### config.mk
export PLATFORM = sky130hd
export DESIGN_NAME = wheel_key_tap_long_press_classifier_top
export DESIGN_NICKNAME = d
export VERILOG_FILES = /design/src/rtl/core/wktlp_pkg.sv /design/src/rtl/core/wheel_key_tap_long_press_classifier_top.sv
export VERILOG_INCLUDE_DIRS = /design/src /design/src/rtl/core
export SDC_FILE = /design/constraint.sdc
export NUM_CORES = 1
export LEC_CHECK = 0
export BUFFER_PORTS_ARGS = -buffer_cell sky130_fd_sc_hd__buf_2
export CORE_UTILIZATION = 55
export CTS_BUF_LIST = sky130_fd_sc_hd__clkbuf_8
export DETAILED_ROUTE_END_ITERATION = 10
export PLACE_DENSITY = 0.79
export SLEW_MARGIN = 25
export SYNTH_ARGS = -nofsm -noshare
export SYNTH_HDL_FRONTEND = slang
export SYNTH_SLANG_ARGS = --single-unit
### constraint.sdc
create_clock -name clock -period 5.4 [get_ports clock]
set_clock_uncertainty 0.2 [all_clocks]
set_input_delay 0.81 -clock clock [delete_from_list [all_inputs] [get_ports clock]]
set_output_delay 0.81 -clock clock [all_outputs]
set_load 0.1 [all_outputs]
### src/rtl/core/wheel_key_tap_long_press_classifier_top_defines.svh
// Assertion macros for the steering wheel key classifier.
`ifndef WHEEL_KEY_TAP_LONG_PRESS_CLASSIFIER_TOP_DEFINES_SVH
`define WHEEL_KEY_TAP_LONG_PRESS_CLASSIFIER_TOP_DEFINES_SVH

// Same-cycle implication, sampled on the clock, off during reset.
`define WKTLP_ASSERT_SAME(lbl, ante, cons) \
   lbl: assert property (@(posedge clock) disable iff (reset) (ante) |-> (cons)) \
      else $error("wktlp: same-cycle check failed");

// Next-cycle implication, sampled on the clock, off during reset.
`define WKTLP_ASSERT_NEXT(lbl, ante, cons) \
   lbl: assert property (@(posedge clock) disable iff (reset) (ante) |=> (cons)) \
      else $error("wktlp: next-cycle check failed");

`endif

### src/rtl/core/wktlp_pkg.sv
// Shared types, codes and decode functions of the wheel key classifier.
package wktlp_pkg;

   localparam int FrameIdWidth  = 11;
   localparam int ByteWidth     = 8;
   localparam int TimeWidth     = 32;
   localparam int HoldWidth     = 16;
   localparam int KeyWidth      = 3;
   localparam int EventWidth    = 4;
   localparam int PageWidth     = 2;
   localparam int CsrIndexWidth = 2;
   localparam int CsrDataWidth  = 16;

   typedef logic [FrameIdWidth-1:0] frame_id_type;
   typedef logic [ByteWidth-1:0]    byte_type;
   typedef logic [TimeWidth-1:0]    time_ms_type;
   typedef logic [HoldWidth-1:0]    hold_ms_type;
   typedef logic [KeyWidth-1:0]     key_type;
   typedef logic [EventWidth-1:0]   event_type;
   typedef logic [PageWidth-1:0]    page_type;
   typedef logic [CsrIndexWidth-1:0] csr_index_type;
   typedef logic [CsrDataWidth-1:0]  csr_data_type;

   // Register indexes
   localparam csr_index_type CsrWatchedFrameId = 2'd0;
   localparam csr_index_type CsrLongPressMs    = 2'd1;

   localparam frame_id_type WatchedFrameIdReset = 11'h1CA;
   localparam hold_ms_type  LongPressMsReset    = 16'd1000;

   // Raw key codes on the bus
   localparam byte_type CodeUp      = 8'h01;
   localparam byte_type CodeDown    = 8'h02;
   localparam byte_type CodeTelUp   = 8'h40;
   localparam byte_type CodeTelDown = 8'h80;

   // Raw page codes on the bus
   localparam byte_type CodePageAudio = 8'h03;
   localparam byte_type CodePageTel   = 8'h05;

   // Decoded keys
   localparam key_type KeyNone    = 3'd0;
   localparam key_type KeyUp      = 3'd1;
   localparam key_type KeyDown    = 3'd2;
   localparam key_type KeyTelUp   = 3'd3;
   localparam key_type KeyTelDown = 3'd4;

   localparam event_type EventNone  = 4'd0;
   localparam event_type LongOffset = 4'd4;

   // Decoded pages
   localparam page_type PageAudio = 2'd0;
   localparam page_type PageTel   = 2'd1;
   localparam page_type PageOther = 2'd2;

   function automatic key_type decode_key(input byte_type code);
      key_type k;
      case (code)
         CodeUp:      k = KeyUp;
         CodeDown:    k = KeyDown;
         CodeTelUp:   k = KeyTelUp;
         CodeTelDown: k = KeyTelDown;
         default:     k = KeyNone;
      endcase
      return k;
   endfunction

   function automatic page_type decode_page(input byte_type code);
      page_type p;
      case (code)
         CodePageAudio: p = PageAudio;
         CodePageTel:   p = PageTel;
         default:       p = PageOther;
      endcase
      return p;
   endfunction

endpackage

### src/rtl/core/wheel_key_tap_long_press_classifier_top.sv
// Steering wheel key classifier: turns key frames into tap and long-press events.
//
// Takes one bus frame per clock while req_stall is low and returns exactly one
// result per frame, registered, in the cycle after the request transfer; the only
// storage between the two sides is the result register, so a stalled result holds
// off the next request only while it waits. Frames with another identifier return
// page_valid 0 and no event and leave the press tracker alone. A key going from
// zero to nonzero starts a press; a release before the hold time gives a tap event,
// and the first frame with the key still held after more than long_press_ms (time
// wraps modulo 2^32) gives one long event. All state but the result payload is set
// by reset; there is no start-up sweep, and the CSR port is always ready.
`include "wheel_key_tap_long_press_classifier_top_defines.svh"

module wheel_key_tap_long_press_classifier_top
   import wktlp_pkg::*;
(
   input  logic          clock,
   input  logic          reset,

   input  logic          req_valid,
   output logic          req_stall,
   input  frame_id_type  req_frame_id,
   input  byte_type      req_page_byte,
   input  byte_type      req_key_byte,
   input  time_ms_type   req_now_ms,

   output logic          rsp_valid,
   input  logic          rsp_stall,
   output event_type     rsp_key_event,
   output logic          rsp_page_valid,
   output page_type      rsp_page,

   input  logic          csr_valid,
   output logic          csr_ready,
   input  csr_index_type csr_index,
   input  csr_data_type  csr_data
);

   frame_id_type watched_id_ff;
   hold_ms_type  long_press_ff;

   logic        held_pending_ff, held_pending_in;
   key_type     latched_key_ff, latched_key_in;
   logic        prev_key_held_ff, prev_key_held_in;
   time_ms_type press_start_ff, press_start_in;

   logic        rsp_valid_ff, rsp_valid_in;
   event_type   key_event_ff, key_event_in;
   logic        page_valid_ff, page_valid_in;
   page_type    page_ff, page_in;

   logic        req_xfer;
   logic        id_match;
   logic        key_nz;
   time_ms_type elapsed;
   logic        long_hit;

   assign csr_ready = 1'b1;
   assign req_stall = rsp_valid_ff && rsp_stall;
   assign req_xfer  = req_valid && !req_stall;

   assign id_match = (req_frame_id == watched_id_ff);
   assign key_nz   = (req_key_byte != '0);
   assign elapsed  = req_now_ms - press_start_ff;
   assign long_hit = held_pending_ff && (elapsed > {{(TimeWidth-HoldWidth){1'b0}}, long_press_ff});

   always_comb begin
      held_pending_in  = held_pending_ff;
      latched_key_in   = latched_key_ff;
      prev_key_held_in = prev_key_held_ff;
      press_start_in   = press_start_ff;
      key_event_in     = EventNone;
      page_valid_in    = 1'b0;
      page_in          = PageAudio;
      if (id_match) begin
         page_valid_in    = 1'b1;
         page_in          = decode_page(req_page_byte);
         prev_key_held_in = key_nz;
         if (key_nz && !prev_key_held_ff) begin
            // new press: latch key and start time
            held_pending_in = 1'b1;
            press_start_in  = req_now_ms;
            latched_key_in  = decode_key(req_key_byte);
         end else if (key_nz) begin
            if (long_hit) begin
               held_pending_in = 1'b0;
               if (latched_key_ff != KeyNone) begin
                  key_event_in = event_type'(latched_key_ff) + LongOffset;
               end
            end
         end else if (held_pending_ff) begin
            // released before the hold time: tap
            held_pending_in = 1'b0;
            key_event_in    = event_type'(latched_key_ff);
         end
      end
   end

   always_comb begin
      rsp_valid_in = rsp_valid_ff && rsp_stall;
      if (req_xfer) begin
         rsp_valid_in = 1'b1;
      end
   end

   always_ff @(posedge clock) begin
      if (reset) begin
         watched_id_ff    <= WatchedFrameIdReset;
         long_press_ff    <= LongPressMsReset;
         held_pending_ff  <= 1'b0;
         latched_key_ff   <= KeyNone;
         prev_key_held_ff <= 1'b0;
         press_start_ff   <= '0;
         rsp_valid_ff     <= 1'b0;
      end else begin
         if (csr_valid && csr_ready) begin
            case (csr_index)
               CsrWatchedFrameId: watched_id_ff <= csr_data[FrameIdWidth-1:0];
               CsrLongPressMs:    long_press_ff <= csr_data[HoldWidth-1:0];
               default:           ;
            endcase
         end
         if (req_xfer) begin
            held_pending_ff  <= held_pending_in;
            latched_key_ff   <= latched_key_in;
            prev_key_held_ff <= prev_key_held_in;
            press_start_ff   <= press_start_in;
         end
         rsp_valid_ff <= rsp_valid_in;
      end
   end

   // Result payload: load on request transfer only
   always_ff @(posedge clock) begin
      if (req_xfer) begin
         key_event_ff  <= key_event_in;
         page_valid_ff <= page_valid_in;
         page_ff       <= page_in;
      end
   end

   assign rsp_valid      = rsp_valid_ff;
   assign rsp_key_event  = key_event_ff;
   assign rsp_page_valid = page_valid_ff;
   assign rsp_page       = page_ff;

   `WKTLP_ASSERT_SAME(a_hold_on_stall, rsp_valid && rsp_stall, !req_xfer)
   `WKTLP_ASSERT_NEXT(a_no_match_no_event, req_xfer && !id_match,
                      rsp_valid && !rsp_page_valid && rsp_key_event == EventNone)
   `WKTLP_ASSERT_NEXT(a_event_needs_pending, req_xfer && !held_pending_ff,
                      rsp_key_event == EventNone)

endmodule

==> results.json, run 1 <==
{
  "r2r_setup_slack_ns": 0.63,
  "finalCriticalPeriod_ns": 5.00,
  "finalWirelength_um": 13200,
  "grt_busiest_layer": "met2",
  "criticalPathCategory": "in -> reg",
  "synth_area_um2": 5260,
  "drt_first_pass_iters": 5,
  "fill_cells": 861,
  "cts_tree": "done",
  "synth_cells": 692,
  "timing.rr.end": "rsp_key_event[0]",
  "viasPerCell": 5.68,
  "fmax_mhz": 200,
  "cts_setup_buffers": 0,
  "worstPathArrival_ns": 4.88,
  "finalMaxSlewViolations": 0,
  "grtUsageMet3": 0.0369,
  "h-tree-depth": 3,
  "required_ns": 5.28,
  "grt_max_degree": 67,
  "numCtsBuffers": 9,
  "cts.sinks": 72,
  "power_density_nw_per_um2": 220,
  "endpoint_kind": "flop",
  "path_cells": "buf_2 -> inv_1 -> ha_1 -> fa_1 -> nand2b_1 -> a21oi_1 -> nor2_1 -> o21ai_0 -> a21o_1 -> a21oi_1 -> xnor2_1 -> ha_1 -> nand4_1 -> nor2_1 -> a221o_1 -> nor3_1 -> a21oi_1 -> nor4_1 -> o2111ai_1 -> o41ai_2 -> a21boi_0",
  "gr-usage-all-layers": 0.277,
  "comb_power_share": 0.219,
  "clk_pin_slew_worst_paths_ns": 0.09,
  "start_util": 0.569,
  "antenna_found_initial": 0,
  "synth_nets": 822,
  "clock_path_buffers": 2,
  "synth.distinct_cells": 72,
  "timing.hold.ws_ns": 0.259,
  "critical_path.slowest_cell": "o41ai_2",
  "met1_usage": 0.331,
  "power_mw": 1.31,
  "relSlewSlack": 0.499,
  "die_h_um": 99.8,
  "dr_total_vias": 5129,
  "antenna_left": 0,
  "endpoint": "rsp_key_event[0]",
  "hold_class": "reg -> reg",
  "drc": 0,
  "io_pins": 92,
  "globalplace.congestion": 0.890,
  "crit_start": "req_now_ms[0]",
  "ctsHoldBuffers": 0,
  "seqPwrFrac": 0.422,
  "start_kind": "input pin",
  "setup_violations": 0,
  "fin_nets": 899,
  "worst_pin_slew_ns": 0.752,
  "slowest_delay_ns": 0.53,
  "regArea_um2": 1510,
  "drt_iter0_markers": 155,
  "ctsResizeCount": 0,
  "r2r_start": "press_start_ff[1]",
  "yosys_most_used_dff": "dfxtp_1",
  "synth_area_leaders": "dfxtp_1, ha_1, a21oi_1",
  "finalCritPeriodShare": 0.926,
  "yosysSeqAreaShare": 0.287,
  "core_um2": 9240,
  "rsz0062_at_grt": "no",
  "grt_pass1_vias": 5059,
  "dieArea_um2": 9960,
  "synth_edf_count": 7,
  "crit_fanout": 4,
  "cellInternalPower_mw": 0.885,
  "fp.dieW_um": 99.8,
  "root_buffer": "clkbuf_8",
  "peakVddDrop_mv": 0.144,
  "finalHoldViolCount": 0,
  "status": "completed",
  "multiInputGateArea_um2": 3390,
  "postSynth.asyncResetShare": 0,
  "synth_top_area_share": 0.247,
  "ys_seq_elements": 72,
  "tns_ns": 0,
  "drive_above_1_share": 0.165,
  "clkPwrFrac": 0.359,
  "drv_cap": 0,
  "fp-row-count": 35,
  "area_delta_synth_final_pct": 13.3,
  "cpLargestDelayFamily": "compound AO/OA/AOI/OAI gates",
  "grt_pass1_wl_um": 22400,
  "path_common_cell": "a21oi_1",
  "place_hpwl_um": 10400,
  "path_depth": 21,
  "worstRegToRegCells": 18,
  "p_switching_mw": 0.428,
  "path_buf_inv": 2,
  "diodes": 0,
  "port_buffers": 90,
  "use_met2": 0.510,
  "final_core_util": 0.645,
  "yosysTopAreaCell": "dfxtp_1",
  "leakage_nw": 2.32,
  "synth_area_per_cell_um2": 7.60,
  "synth_warnings": 0,
  "clk-insertion-delay-late_ns": 0.35,
  "swShare": 0.326,
  "grt_overflow": 0,
  "wire_per_inst_um": 14.7
}
cell families (layout without fill, tap and decap cells):
| logic type | Yosys count | in the layout | share of synthesized area |
|---|---|---|---|
| compound gates | 191 | 191 | 0.227 |
| xor+xnor | 35 | 35 | 0.0583 |
| fa+ha+maj | 48 | 48 | 0.116 |
| buf+inv | 84 | 166 | 0.0723 |
| flops | 72 | 72 | 0.287 |
| mux | 9 | 9 | 0.0171 |
| other cells | 1 | 1 | 0.000713 |
| simple gates | 252 | 252 | 0.222 |
per-stage QoR:
stage               setup WS, ns  cell area [um2]  cells
floorplan                  0.639             5260    692
detailed placement         0.101             5750    887
finish                     0.401             5960    903
global placement           0.257             5750    887
CTS                        0.446             5950    903
global route              0.0225             5960    903
cells in the final DEF, fill, tap and decap left out, drive strengths merged, types with 9 or more instances in the layout:
| master | synthesis | final |
|---|---|---|
| mux2i | 9 | 9 |
| nor3 | 9 | 9 |
| a21o | 12 | 12 |
| xor2 | 9 | 9 |
| buf | 9 | 95 |
| clkbuf | 19 | 9 |
| ha | 47 | 47 |
| nand3 | 10 | 10 |
| xnor2 | 26 | 26 |
| nor2 | 53 | 53 |
| o21ai | 23 | 23 |
| nand4 | 12 | 12 |
| dfxtp | 65 | 65 |
| a21oi | 99 | 99 |
| inv | 55 | 60 |
| nand2 | 127 | 127 |
| a211o | 12 | 12 |
Yosys cell counts (2+ instances only):
cell and count:
a31oi_1 2, mux2i_1 9, nor3_1 8, nor2_1 53
a211o_1 12, nand3_1 10, buf_1 2, edfxtp_1 7
o21a_1 6, ha_1 47, a21o_2 3, inv_1 55
xor2_1 9, clkbuf_2 2, buf_6 3, or4b_2 2
clkbuf_8 2, or3_1 3, a21o_1 9, nand2_1 125
o2111ai_1 2, or4_4 2, nor2b_1 8, nand4_1 12
a21oi_1 99, o221ai_1 2, nor4_1 3, buf_4 4
o21ai_0 22, nor3b_1 3, xnor2_1 26, or4b_1 2
a21boi_0 4, or4_1 3, o211ai_1 8, dfxtp_1 65
clkbuf_1 15, a211oi_1 3, o31ai_1 3, nand2b_1 4
and2_1 2
power by group through the flow:
stage / clock (mW) / combinational [mW] / sequential (mW)
floorplan: 0 / 0.183 / 0.587
global placement: 0 / 0.276 / 0.567
detailed placement: 0 / 0.284 / 0.567
CTS: 0.479 / 0.286 / 0.555
global route: 0.502 / 0.318 / 0.556
finish: 0.471 / 0.287 / 0.555
flip-flops by register name (all words and copies together) (netlist names), 2 cells and up:
name and cells:
press_start_ff 32, long_press_ff 16, watched_id_ff 11, rsp_key_event 4, latched_key_ff 3, rsp_page 2
worst reg2reg max path, stage by stage (launching register included):
cell,delay (ns)
dfxtp_1,0.38
inv_1,0.06
ha_1,0.26
or2b_2,0.32
a21o_2,0.22
a21oi_1,0.26
a21oi_1,0.20
o21ai_0,0.25
xor2_1,0.18
ha_1,0.26
nand4_1,0.14
nor2_1,0.07
a221o_1,0.32
nor3_1,0.15
a21oi_1,0.08
nor4_1,0.22
o2111ai_1,0.22
o41ai_2,0.53
a21boi_0,0.18
layer usage:
metal,up-vias,part of all wire
li1,2571,-
met2,113,0.51
met3,23,0.042
met4,0,0.018
met5,-,0
met1,2422,0.43
final cells by class:
type | instances | share of cell area
Timing Repair Buffer | 95 | 0.0819
Clock inverter | 7 | 0.0139
Tap cell | 129 | 0.0271
Sequential cell | 72 | 0.254
Inverter | 55 | 0.0346
Clock buffer | 9 | 0.0208
Multi-Input combinational cell | 536 | 0.568
how the worst min path moves through the flow:
stage / from / endpoint / slack [ns] / cells past startpoint
finish: press_start_ff[3] / press_start_ff[3] / 0.26 / 2
global route: press_start_ff[29] / press_start_ff[29] / 0.28 / 2
CTS: press_start_ff[21] / press_start_ff[21] / 0.26 / 2
detailed placement: press_start_ff[3] / press_start_ff[3] / 0.25 / 2
global placement: press_start_ff[2] / press_start_ff[2] / 0.24 / 2
floorplan: long_press_ff[10] / long_press_ff[10] / 0.24 / 2
(Power assumes the default switching activity.)
==> inputs of run 2 (changes only) <==
Settings changed: ABC_AREA set to 1, PLACE_DENSITY 0.79 to 0.78.
==> results.json, run 2 <==
{
  "grt_pass1_wl_um": 23500,
  "yosys_most_used_dff": "dfxtp_1",
  "cpLargestDelayFamily": "simple AND/OR/NAND/NOR gates",
  "yosysMostFrequentCell": "nand2_1",
  "path_depth": 24,
  "drt_iter0_markers": 305,
  "fill_cells": 1072,
  "endpoint": "rsp_key_event[0]",
  "required_ns": 5.32,
  "finalWirelength_um": 13600,
  "yosysTopAreaCell": "nand2_1",
  "core_um2": 10400,
  "worstRegToRegCells": 23,
  "finalCritPeriodShare": 0.683,
  "drt_first_pass_iters": 8,
  "synth_area_leaders": "nand2_1, dfxtp_1, inv_1",
  "cts_tree": "done",
  "timing.hold.ws_ns": 0.262,
  "cts.sinks": 72,
  "drv_cap": 0,
  "criticalPathCategory": "in -> reg",
  "crit_start": "req_now_ms[0]",
  "wire_per_inst_um": 11.3,
  "relSlewSlack": 0.481,
  "diodes": 0,
  "port_buffers": 90,
  "clk-insertion-delay-late_ns": 0.36,
  "start_util": 0.569,
  "grt_pass1_vias": 5345,
  "clock_path_buffers": 2,
  "synth_commonest_cells": "nand2_1, inv_1, nor2_1",
  "io_pins": 92,
  "viasPerCell": 4.87,
  "synth_area_per_cell_um2": 5.98,
  "r2r_start": "press_start_ff[9]",
  "grt_overflow": 0,
  "rsz0062_at_grt": "no",
  "status": "completed",
  "antenna_found_initial": 0,
  "synth_edf_count": 7,
  "finalHoldViolCount": 0,
  "final_core_util": 0.637,
  "finalCriticalPeriod_ns": 3.69,
  "postSynth.asyncResetShare": 0,
  "largest_reg_flops": 32,
  "fin_nets": 1199,
  "drc": 0,
  "power_mw": 1.27,
  "peakVddDrop_mv": 0.125,
  "ys_seq_elements": 72,
  "worst_pin_slew_ns": 0.778,
  "slowest_delay_ns": 0.42,
  "path_cells": "buf_2 -> inv_1 -> ha_1 -> fa_1 -> inv_1 -> nand3_1 -> nand3_1 -> nand3_1 -> nand3_1 -> xor2_1 -> ha_1 -> nand2_1 -> nor2_1 -> nand3_1 -> nor2_1 -> nand4_1 -> nand2_1 -> nand3_1 -> nor2_1 -> nand2_1 -> nor2_2 -> nand3_2 -> nand3_1 -> inv_1",
  "antenna_left": 0,
  "synth_area_um2": 5900,
  "root_buffer": "clkbuf_8",
  "dr_total_vias": 5895,
  "ctsHoldBuffers": 0,
  "area_delta_synth_final_pct": 12.0,
  "yosysSeqAreaShare": 0.256,
  "finalMaxSlewViolations": 0,
  "fp.dieW_um": 106,
  "dieArea_um2": 11100,
  "synth_cells": 986,
  "endpoint_kind": "flop",
  "synth_nets": 1116,
  "ctsResizeCount": 0,
  "die_h_um": 106,
  "hold_class": "reg -> reg",
  "critical_path.slowest_cell": "fa_1",
  "h-tree-depth": 3,
  "synth_warnings": 0,
  "crit_fanout": 3,
  "grt_max_degree": 40,
  "globalplace.congestion": 0.938,
  "path_buf_inv": 4,
  "path_common_cell": "nand3_1",
  "final_cell_mix": "nand2_1, inv_1, buf_2",
  "drive_above_1_share": 0.122,
  "leakage_nw": 3.60,
  "clk_pin_slew_worst_paths_ns": 0.08,
  "setup_violations": 0,
  "synth_top_area_share": 0.225,
  "r2r_setup_slack_ns": 1.92,
  "synth.distinct_cells": 38,
  "fmax_mhz": 271,
  "fp-row-count": 37,
  "start_kind": "input pin",
  "place_hpwl_um": 11100,
  "timing.rr.end": "rsp_key_event[0]",
  "largest-register": "press_start_ff",
  "layout_commonest_cell": "nand2_1",
  "gr-usage-all-layers": 0.261,
  "numCtsBuffers": 9,
  "tns_ns": 0,
  "power_density_nw_per_um2": 193,
  "worstPathArrival_ns": 3.61,
  "cts_setup_buffers": 0,
  "reg_top3": "press_start_ff x32, long_press_ff x16, watched_id_ff x11"
}
## run 2: worst min path at each step
stage | start | to | cells past startpoint
after global routing | press_start_ff[16] | press_start_ff[16] | 2
final | press_start_ff[16] | press_start_ff[16] | 2
after CTS | press_start_ff[21] | press_start_ff[21] | 2
after floorplan | long_press_ff[10] | long_press_ff[10] | 2
after detailed placement | press_start_ff[21] | press_start_ff[21] | 2
after global placement | press_start_ff[20] | press_start_ff[20] | 2
## run 2: kinds of logic after synthesis
| group | share of synthesized area |
|---|---|
| and+or+nand+nor | 0.365 |
| buffers and inverters | 0.148 |
| AOI/OAI and AO/OA | 0.0885 |
| DFF | 0.256 |
| adders and majority gates | 0.103 |
| xor gates and xnor gates | 0.0386 |
| other | 0.000636 |
## run 2: worst register-to-register path, stage by stage, from the launching register on
cell	delay [ns]
dfxtp_1	0.34
inv_1	0.05
ha_1	0.34
nand2_1	0.16
inv_1	0.07
nand2_1	0.06
nand2_1	0.08
a21oi_1	0.19
nand2_2	0.08
xor2_1	0.16
ha_1	0.31
nand2_1	0.07
nor2_1	0.14
nand3_1	0.10
nor2_1	0.14
nand4_1	0.10
nand2_1	0.09
nand3_1	0.08
nor2_1	0.11
nand2_1	0.06
nor2_2	0.11
nand3_2	0.10
nand3_1	0.08
inv_1	0.04
## run 2: through the flow
stage | cells | worst slack, ns | area, um2
final | 1210 | 1.71 | 6600
after CTS | 1210 | 1.72 | 6600
after global routing | 1210 | 1.35 | 6600
after detailed placement | 1194 | 1.35 | 6420
after global placement | 1194 | 1.40 | 6420
after floorplan | 986 | 1.72 | 5900
## run 2: final cells by class
cell class	instances	area, um2	area share
Clock buffer	9	124	0.0188
Sequential cell	72	1510	0.229
Tap cell	136	170	0.0258
Multi-Input combinational cell	689	3510	0.532
Timing Repair Buffer	90	450	0.0682
Inverter	207	778	0.118
Clock inverter	7	55.1	0.00834
## run 2: layer usage
metal	vias up	GRT usage	part of all wire
li1	3173	-	-
met1	2584	0.339	0.49
met2	121	0.452	0.45
met3	17	0.0421	0.043
met4	0	0.0605	0.014
met5	-	0	0
## run 2: report_power, final
group	leakage, nW	switching (mW)	internal (mW)	total [mW]
Combinational	2.91	0.200	0.111	0.311
Clock	0.0862	0.236	0.171	0.406
Sequential	0.598	0.00514	0.552	0.557
Total	3.60	0.441	0.833	1.27
